File: config.mk
export PLATFORM = sky130hd
export DESIGN_NAME = selective_repeat_arq_sender_core_flat
export DESIGN_NICKNAME = d
export VERILOG_FILES = /design/src/sv/srarq_pkg.sv /design/src/sv/srarq_slot_if.sv /design/src/sv/srarq_report_if.sv /design/src/sv/selective_repeat_arq_sender_core.sv /design/src/sv/srarq_probe.sv /design/src/sv/srarq_seq.sv /design/src/flat_wrapper.sv
export SDC_FILE = /design/constraint.sdc
export NUM_CORES = 1
export LEC_CHECK = 0
export BUFFER_PORTS_ARGS = -buffer_cell sky130_fd_sc_hd__buf_4
export CORE_MARGIN = 3
export CORE_UTILIZATION = 45
export CTS_CLUSTER_SIZE = 30
export DETAILED_ROUTE_END_ITERATION = 16
export PLACE_DENSITY = 0.72
export SETUP_SLACK_MARGIN = 0.05
export SYNTH_ARGS = -nofsm -noshare
export SYNTH_HDL_FRONTEND = slang
export SYNTH_SLANG_ARGS = --single-unit
File: constraint.sdc
create_clock -name clk -period 4.1 [get_ports clk]
set_input_delay 0.41 -clock clk [delete_from_list [all_inputs] [get_ports clk]]
set_output_delay 0.41 -clock clk [all_outputs]
set_load 0.05 [all_outputs]
File: src/sv/srarq_pkg.sv
`timescale 1ns / 1ps
// Package for the selective-repeat ARQ sender: sizes, reset values, codes and shared types.
// Depends on nothing; every other file but srarq_slot_if refers to it by scoped names.
package srarq_pkg;

    localparam int MaxPackets = 16;
    localparam int MaxWindow  = 8;
    localparam int SeqW       = $clog2(MaxPackets);
    localparam int CntW       = 5;
    localparam int WinW       = 4;
    localparam int RoundW     = 3;

    localparam logic [CntW-1:0]   ResetTotal  = 5'd10;
    localparam logic [WinW-1:0]   ResetWindow = 4'd4;
    localparam logic [CntW-1:0]   TotalMax    = CntW'(MaxPackets);
    localparam logic [WinW-1:0]   WindowMax   = WinW'(MaxWindow);
    localparam logic [RoundW-1:0] RoundLimit  = 3'd4;

    typedef enum logic [0:0] {
        CFG_TOTAL  = 1'b0,
        CFG_WINDOW = 1'b1
    } cfg_idx_t;

    typedef enum logic [2:0] {
        ST_IDLE,
        ST_ROUND,
        ST_SLIDE,
        ST_SCAN,
        ST_RECV,
        ST_FINISH
    } seq_state_t;

    typedef struct packed {
        logic in_total;
        logic in_window;
        logic acked;
    } probe_t;

    typedef struct packed {
        logic            sent_valid;
        logic [SeqW-1:0] sent_seq;
        logic            is_retransmit;
        logic [CntW-1:0] window_base;
        logic [CntW-1:0] receiver_next;
        logic            all_done;
    } result_t;

endpackage

File: src/sv/srarq_slot_if.sv
`timescale 1ns / 1ps
// Input channel of the ARQ sender: one word per transmission slot.
// Depends on nothing.
interface srarq_slot_if;
    logic valid;
    logic ready;
    logic delivered;

    modport source (output valid, output delivered, input ready);
    modport sink (input valid, input delivered, output ready);
endinterface

File: src/sv/srarq_report_if.sv
`timescale 1ns / 1ps
// Output channel of the ARQ sender: one report word per transmission slot.
// Depends on srarq_pkg for the field widths.
interface srarq_report_if;
    logic                          valid;
    logic                          ready;
    logic                          sent_valid;
    logic [srarq_pkg::SeqW-1:0]    sent_seq;
    logic                          is_retransmit;
    logic [srarq_pkg::CntW-1:0]    window_base;
    logic [srarq_pkg::CntW-1:0]    receiver_next;
    logic                          all_done;

    modport source (output valid, output sent_valid, output sent_seq, output is_retransmit,
                    output window_base, output receiver_next, output all_done, input ready);
    modport sink (input valid, input sent_valid, input sent_seq, input is_retransmit,
                  input window_base, input receiver_next, input all_done, output ready);
endinterface

File: src/sv/selective_repeat_arq_sender_core.sv
`timescale 1ns / 1ps
// Selective-repeat ARQ sender with its receiver; depends on srarq_pkg, srarq_slot_if,
// srarq_report_if, srarq_probe and srarq_seq. From acceptance of a word to its report word,
// the shared probe tests one packet position per cycle while the base slides,
// the window is scanned and the receiver advances. Reports leave through an output register;
// the next word is accepted once the report is loaded, not before.
// Reset clears the bitmap and all pointers but the scan index at once and loads total 10, window 4.
module selective_repeat_arq_sender_core
(
    input  logic                       clk,
    input  logic                       rst_n,
    srarq_slot_if.sink                 slot,
    srarq_report_if.source             report,
    input  logic                       cfg_we,
    input  logic [0:0]                 cfg_index,
    input  logic [srarq_pkg::CntW-1:0] cfg_data
);

    logic [srarq_pkg::CntW-1:0] total_reg;
    logic [srarq_pkg::WinW-1:0] window_reg;
    logic [srarq_pkg::CntW-1:0] total_eff;
    logic [srarq_pkg::WinW-1:0] window_eff;
    logic                       out_valid_reg;
    srarq_pkg::result_t         out_reg;
    srarq_pkg::result_t         result;
    logic                       out_free;
    logic                       res_load;

    always_ff @(posedge clk or negedge rst_n)
    begin
        if (!rst_n)
        begin
            total_reg  <= srarq_pkg::ResetTotal;
            window_reg <= srarq_pkg::ResetWindow;
        end
        else if (cfg_we)
        begin
            if (cfg_index == srarq_pkg::CFG_TOTAL)
            begin
                total_reg <= cfg_data;
            end
            else
            begin
                window_reg <= cfg_data[srarq_pkg::WinW-1:0];
            end
        end
    end

    // Out-of-range settings are clamped to the supported session and window sizes.
    assign total_eff  = (total_reg > srarq_pkg::TotalMax) ? srarq_pkg::TotalMax : total_reg;
    assign window_eff = (window_reg == '0) ? srarq_pkg::WinW'(1) :
                        (window_reg > srarq_pkg::WindowMax) ? srarq_pkg::WindowMax : window_reg;

    assign out_free = !out_valid_reg || report.ready;

    srarq_seq u_seq
    (
        .clk          (clk),
        .rst_n        (rst_n),
        .in_valid     (slot.valid),
        .in_ready     (slot.ready),
        .in_delivered (slot.delivered),
        .total        (total_eff),
        .win          (window_eff),
        .out_free     (out_free),
        .res_load     (res_load),
        .result       (result)
    );

    always_ff @(posedge clk or negedge rst_n)
    begin
        if (!rst_n)
        begin
            out_valid_reg <= 1'b0;
        end
        else if (res_load)
        begin
            out_valid_reg <= 1'b1;
        end
        else if (report.ready)
        begin
            out_valid_reg <= 1'b0;
        end
    end

    always_ff @(posedge clk)
    begin
        if (res_load)
        begin
            out_reg <= result;
        end
    end

    assign report.valid         = out_valid_reg;
    assign report.sent_valid    = out_reg.sent_valid;
    assign report.sent_seq      = out_reg.sent_seq;
    assign report.is_retransmit = out_reg.is_retransmit;
    assign report.window_base   = out_reg.window_base;
    assign report.receiver_next = out_reg.receiver_next;
    assign report.all_done      = out_reg.all_done;

endmodule

File: src/sv/srarq_probe.sv
`timescale 1ns / 1ps
// Shared probe unit: tests one packet number against the total, the window and the bitmap.
// Depends on srarq_pkg.
module srarq_probe
(
    input  logic [srarq_pkg::CntW-1:0]       pos,
    input  logic [srarq_pkg::CntW-1:0]       base,
    input  logic [srarq_pkg::WinW-1:0]       win,
    input  logic [srarq_pkg::CntW-1:0]       total,
    input  logic [srarq_pkg::MaxPackets-1:0] ack_map,
    output srarq_pkg::probe_t                probe
);

    logic [srarq_pkg::CntW:0] win_end;

    assign win_end         = {1'b0, base} + (srarq_pkg::CntW+1)'(win);
    assign probe.in_total  = pos < total;
    assign probe.in_window = {1'b0, pos} < win_end;
    assign probe.acked     = probe.in_total && ack_map[pos[srarq_pkg::SeqW-1:0]];

endmodule

File: src/sv/srarq_seq.sv
`timescale 1ns / 1ps
// Sequencer of the ARQ sender: walks the send, slide, scan and receive steps one
// packet position per cycle through the shared probe. Depends on srarq_pkg and srarq_probe.
module srarq_seq
(
    input  logic                       clk,
    input  logic                       rst_n,
    input  logic                       in_valid,
    output logic                       in_ready,
    input  logic                       in_delivered,
    input  logic [srarq_pkg::CntW-1:0] total,
    input  logic [srarq_pkg::WinW-1:0] win,
    input  logic                       out_free,
    output logic                       res_load,
    output srarq_pkg::result_t         result
);

    srarq_pkg::seq_state_t            state_reg, state_next;
    logic [srarq_pkg::CntW-1:0]       base_reg, base_next;
    logic [srarq_pkg::CntW-1:0]       new_reg, new_next;
    logic [srarq_pkg::MaxPackets-1:0] map_reg, map_next;
    logic [srarq_pkg::CntW-1:0]       recv_reg, recv_next;
    logic                             retx_phase_reg, retx_phase_next;
    logic [srarq_pkg::CntW-1:0]       scan_reg, scan_next;
    logic [srarq_pkg::CntW-1:0]       idx_reg, idx_next;
    logic [srarq_pkg::RoundW-1:0]     round_reg, round_next;
    logic                             sent_reg, sent_next;
    logic                             retx_reg, retx_next;
    logic [srarq_pkg::SeqW-1:0]       seq_reg, seq_next;
    logic                             ok_reg, ok_next;
    logic [srarq_pkg::CntW-1:0]       pos;
    srarq_pkg::probe_t                probe;
    logic                             finished;

    srarq_probe u_probe
    (
        .pos     (pos),
        .base    (base_reg),
        .win     (win),
        .total   (total),
        .ack_map (map_reg),
        .probe   (probe)
    );

    assign finished = base_reg >= total;

    assign result.sent_valid    = sent_reg;
    assign result.sent_seq      = seq_reg;
    assign result.is_retransmit = retx_reg;
    assign result.window_base   = base_reg;
    assign result.receiver_next = recv_reg;
    assign result.all_done      = finished;

    always_ff @(posedge clk or negedge rst_n)
    begin
        if (!rst_n)
        begin
            state_reg      <= srarq_pkg::ST_IDLE;
            base_reg       <= '0;
            new_reg        <= '0;
            map_reg        <= '0;
            recv_reg       <= '0;
            retx_phase_reg <= 1'b0;
            scan_reg       <= '0;
            round_reg      <= '0;
            sent_reg       <= 1'b0;
            retx_reg       <= 1'b0;
            seq_reg        <= '0;
        end
        else
        begin
            state_reg      <= state_next;
            base_reg       <= base_next;
            new_reg        <= new_next;
            map_reg        <= map_next;
            recv_reg       <= recv_next;
            retx_phase_reg <= retx_phase_next;
            scan_reg       <= scan_next;
            round_reg      <= round_next;
            sent_reg       <= sent_next;
            retx_reg       <= retx_next;
            seq_reg        <= seq_next;
        end
    end

    always_ff @(posedge clk)
    begin
        idx_reg <= idx_next;
        ok_reg  <= ok_next;
    end

    always_comb
    begin
        state_next      = state_reg;
        base_next       = base_reg;
        new_next        = new_reg;
        map_next        = map_reg;
        recv_next       = recv_reg;
        retx_phase_next = retx_phase_reg;
        scan_next       = scan_reg;
        idx_next        = idx_reg;
        round_next      = round_reg;
        sent_next       = sent_reg;
        retx_next       = retx_reg;
        seq_next        = seq_reg;
        ok_next         = ok_reg;
        in_ready        = 1'b0;
        res_load        = 1'b0;
        pos             = new_reg;

        unique case (state_reg)
            srarq_pkg::ST_IDLE:
            begin
                in_ready = 1'b1;
                if (in_valid)
                begin
                    ok_next    = in_delivered;
                    round_next = '0;
                    sent_next  = 1'b0;
                    retx_next  = 1'b0;
                    seq_next   = '0;
                    state_next = srarq_pkg::ST_ROUND;
                end
            end
            srarq_pkg::ST_ROUND:
            begin
                pos = new_reg;
                if (round_reg == srarq_pkg::RoundLimit || finished)
                begin
                    state_next = srarq_pkg::ST_FINISH;
                end
                else if (!retx_phase_reg)
                begin
                    if (probe.in_total && probe.in_window)
                    begin
                        seq_next  = new_reg[srarq_pkg::SeqW-1:0];
                        new_next  = new_reg + srarq_pkg::CntW'(1);
                        sent_next = 1'b1;
                        if (ok_reg)
                        begin
                            map_next[new_reg[srarq_pkg::SeqW-1:0]] = 1'b1;
                            state_next = srarq_pkg::ST_RECV;
                        end
                        else
                        begin
                            state_next = srarq_pkg::ST_FINISH;
                        end
                    end
                    else
                    begin
                        state_next = srarq_pkg::ST_SLIDE;
                    end
                end
                else
                begin
                    idx_next   = scan_reg;
                    state_next = srarq_pkg::ST_SCAN;
                end
            end
            srarq_pkg::ST_SLIDE:
            begin
                pos = base_reg;
                if (probe.acked)
                begin
                    base_next = base_reg + srarq_pkg::CntW'(1);
                end
                else
                begin
                    retx_phase_next = 1'b1;
                    scan_next       = base_reg;
                    round_next      = round_reg + srarq_pkg::RoundW'(1);
                    state_next      = srarq_pkg::ST_ROUND;
                end
            end
            srarq_pkg::ST_SCAN:
            begin
                pos = idx_reg;
                if (probe.in_total && probe.in_window && probe.acked)
                begin
                    idx_next = idx_reg + srarq_pkg::CntW'(1);
                end
                else if (probe.in_total && probe.in_window)
                begin
                    seq_next  = idx_reg[srarq_pkg::SeqW-1:0];
                    scan_next = idx_reg + srarq_pkg::CntW'(1);
                    sent_next = 1'b1;
                    retx_next = 1'b1;
                    if (ok_reg)
                    begin
                        map_next[idx_reg[srarq_pkg::SeqW-1:0]] = 1'b1;
                        state_next = srarq_pkg::ST_RECV;
                    end
                    else
                    begin
                        state_next = srarq_pkg::ST_FINISH;
                    end
                end
                else
                begin
                    retx_phase_next = 1'b0;
                    round_next      = round_reg + srarq_pkg::RoundW'(1);
                    state_next      = srarq_pkg::ST_ROUND;
                end
            end
            srarq_pkg::ST_RECV:
            begin
                pos = recv_reg;
                if (probe.acked)
                begin
                    recv_next = recv_reg + srarq_pkg::CntW'(1);
                end
                else
                begin
                    state_next = srarq_pkg::ST_FINISH;
                end
            end
            srarq_pkg::ST_FINISH:
            begin
                if (out_free)
                begin
                    res_load   = 1'b1;
                    state_next = srarq_pkg::ST_IDLE;
                end
            end
            default:
            begin
                state_next = srarq_pkg::ST_IDLE;
            end
        endcase
    end

endmodule
File: src/flat_wrapper.sv
// flat-port wrapper written by rule: the top's interface ports become plain ports
module selective_repeat_arq_sender_core_flat 
  (clk, rst_n, cfg_we, cfg_index, cfg_data, slot_valid, slot_delivered, slot_ready, report_valid, report_sent_valid, report_sent_seq, report_is_retransmit, report_window_base, report_receiver_next, report_all_done, report_ready);
  srarq_slot_if slot_i ();
  srarq_report_if report_i ();
  input  logic clk;
  input  logic rst_n;
  input  logic cfg_we;
  input  logic [0:0] cfg_index;
  input  logic [srarq_pkg::CntW-1:0] cfg_data;
  input wire logic [$bits(slot_i.valid)-1:0] slot_valid;
  input wire logic [$bits(slot_i.delivered)-1:0] slot_delivered;
  output wire logic [$bits(slot_i.ready)-1:0] slot_ready;
  output wire logic [$bits(report_i.valid)-1:0] report_valid;
  output wire logic [$bits(report_i.sent_valid)-1:0] report_sent_valid;
  output wire logic [$bits(report_i.sent_seq)-1:0] report_sent_seq;
  output wire logic [$bits(report_i.is_retransmit)-1:0] report_is_retransmit;
  output wire logic [$bits(report_i.window_base)-1:0] report_window_base;
  output wire logic [$bits(report_i.receiver_next)-1:0] report_receiver_next;
  output wire logic [$bits(report_i.all_done)-1:0] report_all_done;
  input wire logic [$bits(report_i.ready)-1:0] report_ready;
  assign slot_i.valid = slot_valid;
  assign slot_i.delivered = slot_delivered;
  assign slot_ready = slot_i.ready;
  assign report_valid = report_i.valid;
  assign report_sent_valid = report_i.sent_valid;
  assign report_sent_seq = report_i.sent_seq;
  assign report_is_retransmit = report_i.is_retransmit;
  assign report_window_base = report_i.window_base;
  assign report_receiver_next = report_i.receiver_next;
  assign report_all_done = report_i.all_done;
  assign report_i.ready = report_ready;
  selective_repeat_arq_sender_core u_core (.clk(clk), .rst_n(rst_n), .slot(slot_i), .report(report_i), .cfg_we(cfg_we), .cfg_index(cfg_index), .cfg_data(cfg_data));
endmodule
# ---- Word level (Yosys, flattened, before mapping)
# Cells that the tools add are included.
dict set report op_classes {
  reduce_logical 31
  addsub 6
  bitwise 5
  n_eq_ne 20
  n_mux 67
  n_lt_le_gt_ge 10
}
# op n
set op_table {}
lappend op_table {{16-bit two-way mux} 7}
lappend op_table {{3-bit two-way mux} 13}
lappend op_table {{5-bit two-way mux} 7}
lappend op_table {{4-bit two-way mux} 8}
lappend op_table {{16-bit bitwise OR} 2}
lappend op_table {{16-bit one-hot mux with 2 select lines} 1}
lappend op_table {{2-bit != test (second input constant)} 13}
lappend op_table {{5-bit by 1-bit adder with 5-bit output (second input constant)} 4}
lappend op_table {{5-bit one-hot mux with 2 select lines} 2}
lappend op_table {{4-bit AND reduction} 5}
lappend op_table {{1-bit two-way mux} 19}
lappend op_table {{3-bit one-hot mux with 6 select lines} 1}
lappend op_table {{4-bit by 5-bit < comparator with 1-bit output (second input constant)} 3}
lappend op_table {{5-bit one-hot mux with 3 select lines} 1}
lappend op_table {{5-bit AND reduction} 3}
lappend op_table {{4-bit one-hot mux with 3 select lines} 1}
lappend op_table {{2-bit AND reduction} 5}
lappend op_table {{3-bit equality test (second input constant)} 3}
lappend op_table {{3-bit one-hot mux with 3 select lines} 1}
lappend op_table {{1-bit demux with 4-bit select} 2}
lappend op_table {{4-bit by 1-bit >= comparator with 1-bit output (second input constant)} 2}
lappend op_table {{8-bit AND reduction} 1}
lappend op_table {{2-bit nonzero test} 4}
lappend op_table {{7-bit AND reduction} 1}
lappend op_table {{other kinds (20)} 30}
dict set report totals {
  out_inout_bits 19
  elab_cells 161
  reg_bits 82
  input_bits 12
}

# ---- Longest topological paths before layout
# Gate-level depths: netlist (run 1).
dict set report depth {
  ltp_word 10
  depth_mapped 20
  depth_no_buf 18
}

# ---- Hierarchy
# From an unflattened synthesis (run 1), not the netlist that was laid out.
dict set report unflattened {
  hier_cells 451
  hier_area_um2 4860.9
}
# module seq_area_each_um2 instances area_per_inst_um2 cells_per_inst
set by_module_without_submodules {}
lappend by_module_without_submodules {srarq_seq 1406.3 1 3398.3 349}
lappend by_module_without_submodules {selective_repeat_arq_sender_core 764.5 1 972.2 50}
lappend by_module_without_submodules {srarq_probe 0.0 1 490.5 52}

# ---- Least setup slack after synthesis (run 1)
# No wires, ideal clock.
dict set report synth_path {
  kind {flip-flop to flip-flop}
  startpoint {reg u_core.window_reg[2] in the netlist's numbering}
  endpoint {reg u_core.u_seq.idx_reg[0] in the netlist's numbering (enable)}
  synth_period_minus_slack_ps 3629
  path_buffers 1
  arrival_ps 3277
  required_ps 3749
  path_slack_ps 471
  setup_ps 351
  path_stages_with_launch 18
  path_cell_list {dfstp_2 nor2_1 nor2_1 nor2_1 ha_1 inv_1 fa_1 inv_1 a21o_1 a21oi_1 xnor2_1 ha_1 nor2b_1 a2111oi_0 o21ai_1 buf_2 or3_1 a21oi_1}
}
dict set report synth_via {
  elab_chain_cells 9
  elab_cells_between_ends 10
  cone_classes {1 x add/sub; 2 x order compare; 1 x eq/ne; 2 x mux; 4 x reduce/logical}
}
# element line_no
set synth_lines {}
lappend synth_lines {{from (decl)} selective_repeat_arq_sender_core.sv:20} ;# logic [srarq_pkg::WinW-1:0] window_reg;
lappend synth_lines {{from (signal assigned)} selective_repeat_arq_sender_core.sv:34} ;# window_reg <= srarq_pkg::ResetWindow;
lappend synth_lines {{from (signal assigned)} selective_repeat_arq_sender_core.sv:44} ;# window_reg <= cfg_data[srarq_pkg::WinW-1:0];
lappend synth_lines {{4-bit > comparator} selective_repeat_arq_sender_core.sv:52} ;# (window_reg > srarq_pkg::WindowMax) ? srarq_pkg::WindowMax : window_reg;
lappend synth_lines {{4-bit two-way mux} selective_repeat_arq_sender_core.sv:52}
lappend synth_lines {{4-bit two-way mux *} selective_repeat_arq_sender_core.sv:51} ;# assign window_eff = (window_reg == '0) ? srarq_pkg::WinW'(1) :
lappend synth_lines {{5-bit by 4-bit adder with 6-bit output *} srarq_probe.sv:16} ;# assign win_end = {1'b0, base} + (srarq_pkg::CntW+1)'(win);
lappend synth_lines {{5-bit by 6-bit < comparator with 1-bit output *} srarq_probe.sv:18} ;# assign probe.in_window = {1'b0, pos} < win_end;
lappend synth_lines {{1-bit logical AND * (2 in series)} srarq_seq.sv:178} ;# if (probe.in_total && probe.in_window && probe.acked)
lappend synth_lines {{2-bit != test (no source line) *} --}
lappend synth_lines {{4-bit AND reduction (no source line) *} --}
lappend synth_lines {{to (signal assigned)} srarq_seq.sv:88} ;# idx_reg <= idx_next;
lappend synth_lines {{to (decl)} srarq_seq.sv:25} ;# logic [srarq_pkg::CntW-1:0] idx_reg, idx_next;
# Mark *: on every way between the ends. The rest lies on a longest branch, timed or not.
# A chain may end at the register's enable or synchronous reset.

# ---- Worst setup path in the final report (run 1)
dict set report layout_path {
  startpoint {reg u_core.u_seq.state_reg[1]}
  endpoint {reg u_core.u_seq.recv_reg[1] in the netlist's numbering}
}
dict set report layout_via {
  elab_chain_cells 6
  elab_cells_between_ends 9
  cone_classes {1 x order compare; 3 x eq/ne; 3 x mux; 2 x reduce/logical}
}
# element line_no
set layout_lines {}
lappend layout_lines {{from (decl)} srarq_seq.sv:18} ;# srarq_pkg::seq_state_t state_reg, state_next;
lappend layout_lines {{from (signal assigned)} srarq_seq.sv:58} ;# state_reg <= srarq_pkg::ST_IDLE;
lappend layout_lines {{from (signal assigned)} srarq_seq.sv:72} ;# state_reg <= state_next;
lappend layout_lines {{3-bit equality test / 3-bit by 2-bit equality test with 1-bit output (equally long branches)} srarq_seq.sv:111} ;# unique case (state_reg)
lappend layout_lines {{5-bit one-hot mux with 3 select lines} srarq_seq.sv:111}
lappend layout_lines {{1-bit binary-select mux with 4-bit select} srarq_probe.sv:19} ;# assign probe.acked = probe.in_total && ack_map[pos[srarq_pkg::SeqW-1:0]];
lappend layout_lines {{1-bit two-way mux (not written as such)} srarq_probe.sv:19}
lappend layout_lines {{1-bit logical AND} srarq_probe.sv:19}
lappend layout_lines {{2-bit AND reduction (no source line) *} --}
lappend layout_lines {{to (signal assigned)} srarq_seq.sv:76} ;# recv_reg <= recv_next;
lappend layout_lines {{to (decl)} srarq_seq.sv:22} ;# logic [srarq_pkg::CntW-1:0] recv_reg, recv_next;
# Mark *: on every way between the ends. The rest lies on a longest branch, timed or not. The select of a mux whose other input is x is not followed.

==> results of run 1 <==
## worst paths after layout
check                                           from                         to  slack, ns  cells after the start
setup / recovery           u_core.u_seq.state_reg[1]   u_core.u_seq.recv_reg[1]       0.27                     13
hold / removal                                 rst_n    u_core.u_seq.seq_reg[3]       0.12                      1
setup reg to reg           u_core.u_seq.state_reg[1]   u_core.u_seq.recv_reg[1]       0.27                     13
hold reg to reg              u_core.u_seq.seq_reg[1]  u_core.report.sent_seq[1]       0.45                      0
max in group asynchronous                      rst_n  u_core.u_seq.state_reg[2]       3.45                      1
min in group clk                      slot_delivered        u_core.u_seq.ok_reg       0.21                      1
## cell type report
class,count,area [sq um]
well taps,136,170
clock buffers,15,188
multi-input cells,348,2460
clock inverters,1,30.0
fillers,943,4940
inverters,24,90.1
flip-flops and latches,82,2170
repair buffers,49,368
## cells by family after synthesis
| kind of cell | synth area share |
|---|---|
| and+or+nand+nor | 0.173 |
| AOI/OAI and AO/OA | 0.161 |
| DFF | 0.448 |
| buffers and inverters | 0.0475 |
| adders and majority gates | 0.0790 |
| muxes | 0.0581 |
| xor gates and xnor gates | 0.0325 |
## layout by cell type, fill, tap and decap left out, types with 3 or more instances in the layout
cell type	instances
o21a_1	3
o22ai_1	7
a2bb2oi_1	3
clkbuf_8	11
nor3_2	4
o21ai_1	3
a21o_1	21
dfrtp_1	55
o211ai_1	5
nand3_1	23
a21oi_1	17
nor2_1	34
clkbuf_1	3
xnor2_1	10
a31oi_1	3
buf_4	49
edfxtp_1	23
ha_1	29
nor2b_1	10
mux2i_1	9
and3_1	3
nor3_1	6
nand2b_1	12
nand4_1	6
nand2_1	45
o21ai_0	29
xor2_1	8
inv_1	23
dfstp_2	3
mux2_2	17
## layer usage
| layer | routed length (microns) | share of wire | GRT usage |
|---|---|---|---|
| met2 | 5480 | 0.49 | 0.336 |
| met3 | 563 | 0.050 | 0.0440 |
| met4 | 233 | 0.021 | 0.0632 |
| met5 | 0 | 0 | 0 |
| met1 | 4910 | 0.44 | 0.257 |
## worst register-to-register path, delay by kind of cell, from the launching register on
family	cells	cell delay, ns
AO/OA/AOI/OAI	6	1.37
adder cells (fa/ha/maj)	1	0.32
buffers and inverters	2	0.34
flip-flops	1	0.51
multiplexers	1	0.38
AND/OR/NAND/NOR	3	0.79
## power by group through the flow
stage / combinational, uW / clock [uW] / sequential, uW
6_report: 2350 / 652 / 1340
5_1_grt: 2560 / 697 / 1370
4_1_cts: 2290 / 661 / 1330
3_5_place_dp: 2280 / 0 / 1350
3_3_place_gp: 2210 / 0 / 1340
2_1_floorplan: 1610 / 0 / 1430
## metrics by stage
| step | instance area (sq um) | util | instances |
|---|---|---|---|
| 2_1_floorplan | 4840 | - | 478 |
| 3_3_place_gp | 5240 | 0.503 | 639 |
| 3_5_place_dp | 5240 | 0.503 | 639 |
| 4_1_cts | 5460 | 0.524 | 655 |
| 5_1_grt | 5480 | 0.526 | 655 |
| 6_report | 5480 | 0.526 | 655 |
==> flow_summary_export.csv, run 1 <==
group,metric,value,unit
run_status,outcome,"finished, final reports clean",
clock_network,holdBufCountCts,0,
die,start_util,0.465,
clock_network,clk_path_buf_depth,2,
drt,drtPass1Iterations,6,
power_and_ir_drop,ir_drop,0.407,mV
worst_setup_path,cp_cell_sequence,"nand2b_1 -> a2bb2oi_1 -> o211ai_2 -> inv_2 -> ha_1 -> o21ai_0 -> a21oi_1 -> a221oi_1 -> o211ai_1 -> or2_1 -> buf_4 -> nor2_1 -> mux2_2",
drt,drt_first_iter_violations,290,
clock_network,cts_resized,0,
timing,fin_tns_setup,0,ns
timing,clock_skew,0.00921,ns
placed_design,pre_cts_slack,0.237,ns
power_and_ir_drop,power_density,792,mW/mm^2
timing,slew_headroom,0.482,
synth,synth_commonest_cells,"dfrtp_1 (56), nand2_1 (45), nor2_1 (34)",
synth,seq_area_frac_synth,0.448,
drt,wl,11200,microns
timing,holdWs,0.115,ns
die,design.core.area,0.0104,sq mm
synth,ys.flop_type,"dfrtp_1",
grt,grt-ovfl-total,0,
timing,worst_slew_pin_slew,0.777,ns
placed_design,hpwl,8070,microns
synth,syn_nets,520,
die,ios,31,
timing,drv_slew,0,
synth,ys_warn_count,0,
worst_setup_path,critPathCaptureType,"flop",
drt,detail-route-antenna-nets,0,
worst_setup_path,path_max_fanout,15,
die,die_h,110,microns
clock_network,cts_tree,"yes",
worst_setup_path,cpPeakStageDelay,0.51,ns
drt,vias_per_cell,5.65,
placed_design,io_buffers,30,
clock_network,clk_latency,0.37,ns
hold_path,hp-class,"in2async",
synth,synth_top_area_share,0.289,
clock_network,clockRootBuffer,"clkbuf_8",
timing,setup_violations,0,
drt,route.detailed.drc,0,
synth,synth_edf_count,23,
worst_setup_path,cp.arrival,4.09,ns
power_and_ir_drop,p_seq_frac,0.309,
clock_network,path_clk_slew,0.08,ns
power_and_ir_drop,switching_power,1990,uW
worst_setup_path,crit_buf_inv,2,
power_and_ir_drop,p_leak,0.00254,uW
grt,grtUsageTotal,0.200,
timing,finalCritPeriodShare,0.933,
timing,setup_ws,0.274,ns
power_and_ir_drop,combPwrFrac,0.541,
clock_network,cts_buffers,9,
synth,post-synth-top-count-cell,"dfrtp_1",
synth,synthArstFlopShare,0.720,
drt,wl_per_cell,17.1,microns
layout,area_growth,13.1,%
synth,synth_area_leaders,"dfrtp_1 (29%), edfxtp_1 (14%), ha_1 (7.5%)",
timing,hold_viol_final,0,
grt,antenna_found_initial,0,
job,drv_cap,0,
grt,grt_max_degree,60,
layout,drive_above_1_share,0.200,
synth,ys_seq_elements,82,
clock_network,cts_num_sinks,82,
worst_setup_path,crit_required,4.37,ns
drt,vias,3703,
worst_setup_path,startpoint_type,"flop",
power_and_ir_drop,internal_power,2350,uW
layout,diodes,0,
synth,avgSynthCellArea,10.1,sq um
worst_setup_path,crit_family,"compound AO/OA/AOI/OAI gates",
worst_setup_path,crit_type,"reg2reg",
worst_setup_path,slowest_stage,"dfrtp_1",
power_and_ir_drop,power,4340,uW
die,dieArea,0.0120,sq mm
power_and_ir_drop,clkPwrFrac,0.150,
die,std_cell_rows,37,
grt,grt_pass1_wl,18400,microns
synth,netlist_area,0.00484,sq mm
power_and_ir_drop,swShare,0.458,
timing,fmax,261,MHz
clock_network,htreeDepth,3,
synth,yosysUniqueCellTypes,63,
layout,fin_nets,556,
timing,fin_crit,3.83,ns
synth,synth_largest_area_cell,"dfrtp_1",
synth,syn_inst,478,
clock_network,post_cts_buffers,0,
placed_design,gp_congestion,0.863,
layout,largest_reg_flops,16,
timing,rsz0062_at_grt,"no",
die,fp.dieW,110,microns
grt,grt_pass1_vias,3663,
(Power assumes the default switching activity.)
==> inputs of run 2 (changes only) <==
==> constraint.sdc (replaced) <==
create_clock -name clk -period 3.7 [get_ports clk]
set_input_delay 0.37 -clock clk [delete_from_list [all_inputs] [get_ports clk]]
set_output_delay 0.37 -clock clk [all_outputs]
set_load 0.05 [all_outputs]
==> flow_summary_export.csv, run 2 (same netlist as run 1, synthesis figures left out) <==
group,metric,value,unit
grt,globalRouteMet2Util,0.336,
power_and_ir_drop,power_density,875,mW/mm^2
layout,diodes,0,
drt,route.detailed.drc,0,
power_and_ir_drop,ir_drop,0.397,mV
worst_setup_path,critPathCaptureType,"flop",
timing,fmax,290,MHz
worst_setup_path,startpoint,"u_core.u_seq.state_reg[1]",
timing,worst_slew_pin_slew,0.768,ns
worst_setup_path,cp_cell_sequence,"buf_4 -> buf_4 -> nand3b_4 -> o22ai_1 -> o21ai_0 -> ha_1 -> nand2_1 -> a21oi_1 -> a221oi_1 -> buf_4 -> o211ai_1 -> or2_1 -> buf_4 -> nand3_1 -> mux2_2",
job,drv_cap,0,
layout,fin_nets,573,
grt,grt_pass1_wl,18500,microns
clock_network,post_cts_buffers,0,
timing,drv_slew,0,
worst_setup_path,cp.arrival,3.69,ns
clock_network,holdBufCountCts,0,
layout,final_common_cell,"buf_4",
timing,rsz0062_at_grt,"no",
clock_network,clk_path_buf_depth,2,
clock_network,htreeDepth,3,
grt,grt-ovfl-total,0,
die,std_cell_rows,37,
clock_network,clockRootBuffer,"clkbuf_8",
power_and_ir_drop,p_leak,0.00261,uW
clock_network,path_clk_slew,0.08,ns
timing,finalCritPeriodShare,0.931,
timing,slew_headroom,0.488,
drt,vias,3752,
placed_design,hpwl,8270,microns
timing,holdWs,0.0563,ns
die,ios,31,
grt,globalRouteMet1Util,0.255,
layout,area_growth,16.4,%
grt,antenna_found_initial,0,
placed_design,io_buffers,30,
worst_setup_path,r2r_start,"u_core.u_seq.state_reg[1]",
clock_network,cts_num_sinks,82,
die,die_h,110,microns
worst_setup_path,cpMostUsedCell,"buf_4",
power_and_ir_drop,power,4930,uW
layout,drive_above_1_share,0.241,
die,fp.dieW,110,microns
die,design.core.area,0.0104,sq mm
layout,final_cell_mix,"buf_4 (62), dfrtp_1 (55), nand2_1 (45)",
drt,wl_per_cell,16.7,microns
clock_network,clk_latency,0.36,ns
clock_network,cts_tree,"yes",
die,dieArea,0.0120,sq mm
worst_setup_path,path_max_fanout,11,
worst_setup_path,cpPeakStageDelay,0.42,ns
drt,drt_first_iter_violations,306,
grt,grt_pass1_vias,3737,
timing,setup_violations,0,
timing,hold_viol_final,0,
drt,wl,11200,microns
worst_setup_path,crit_type,"reg2reg",
grt,grt_max_degree,60,
worst_setup_path,crit_required,3.95,ns
clock_network,cts_buffers,9,
run_status,outcome,"finished, final reports clean",
worst_setup_path,startpoint_type,"flop",
worst_setup_path,slowest_stage,"dfrtp_1",
layout,largest_reg_flops,16,
drt,drtPass1Iterations,5,
worst_setup_path,r2r_cells,15,
drt,vias_per_cell,5.59,
die,start_util,0.465,
grt,top_usage_layer,"met2",
timing,clock_skew,0.00723,ns
placed_design,gp_congestion,0.898,
grt,use_met3,0.0329,
grt,grtUsageTotal,0.201,
timing,fin_crit,3.45,ns
drt,detail-route-antenna-nets,0,
hold_path,hp-class,"in2async",
run 2: cell types whose count changed in the layout (fill, tap and decap cells not counted), sizes merged:
cell      delta
clkinv       +1
clkinvlp     +1
buf         +16
clkbuf       -2
run 2: power breakdown:
part	leakage, uW	total (uW)	switching [uW]	internal [uW]
clock	0.0000841	612	305	307
sequential	0.000983	1470	227	1240
combinational	0.00154	2850	1690	1160
run 2: final cells by class:
type	instances	area, sq um
repair buffers	66	533
clock inverters	3	41.3
clock buffers	12	135
flip-flops and latches	82	2170
well taps	136	170
multi-input cells	348	2490
inverters	24	90.1
fillers	907	4780
run 2: critical path: cells and delay by family (launching register included):
| kind | cells | cell delay [ns] |
|---|---|---|
| AOI/OAI and AO/OA | 5 | 0.86 |
| adders and majority gates | 1 | 0.32 |
| buffers and inverters | 4 | 0.69 |
| DFF | 1 | 0.42 |
| muxes | 1 | 0.37 |
| and+or+nand+nor | 4 | 0.68 |
run 2: layer usage:
metal	vias up	wire (microns)
li1	1811	-
met1	1798	4920
met2	118	5490
met3	25	504
met4	0	286
met5	-	0
run 2: stage by stage:
step,instance area (sq um),cells,setup TNS (ns),utilization,setup WS (ns)
floorplan,4840,478,0,-,0.0713
global placement,5370,655,0,0.516,0.109
detailed placement,5370,655,-0.0193,0.516,-0.0193
CTS,5560,670,0,0.534,0.0723
global route,5640,671,0,0.541,0.0597
finish,5640,671,0,0.541,0.255
run 2: path summary, 6_finish.rpt:
kind	to	slack [ns]
worst max-delay path	u_core.u_seq.scan_reg[1]	0.25
worst min-delay path	u_core.u_seq.new_reg[3]	0.06
worst max register to register	u_core.u_seq.scan_reg[1]	0.25
worst min register to register	u_core.report.sent_seq[0]	0.45
max in group asynchronous	u_core.u_seq.state_reg[2]	3.09
min in group clk	u_core.u_seq.ok_reg	0.19
run 2: repair_timing:
| action | 4_1_cts | 5_1_grt |
|---|---|---|
| setup endpoints to repair | 9 | 51 |
| resized for setup | 3 | 13 |
| pin swaps | 2 | 5 |
| gates cloned | 0 | 1 |
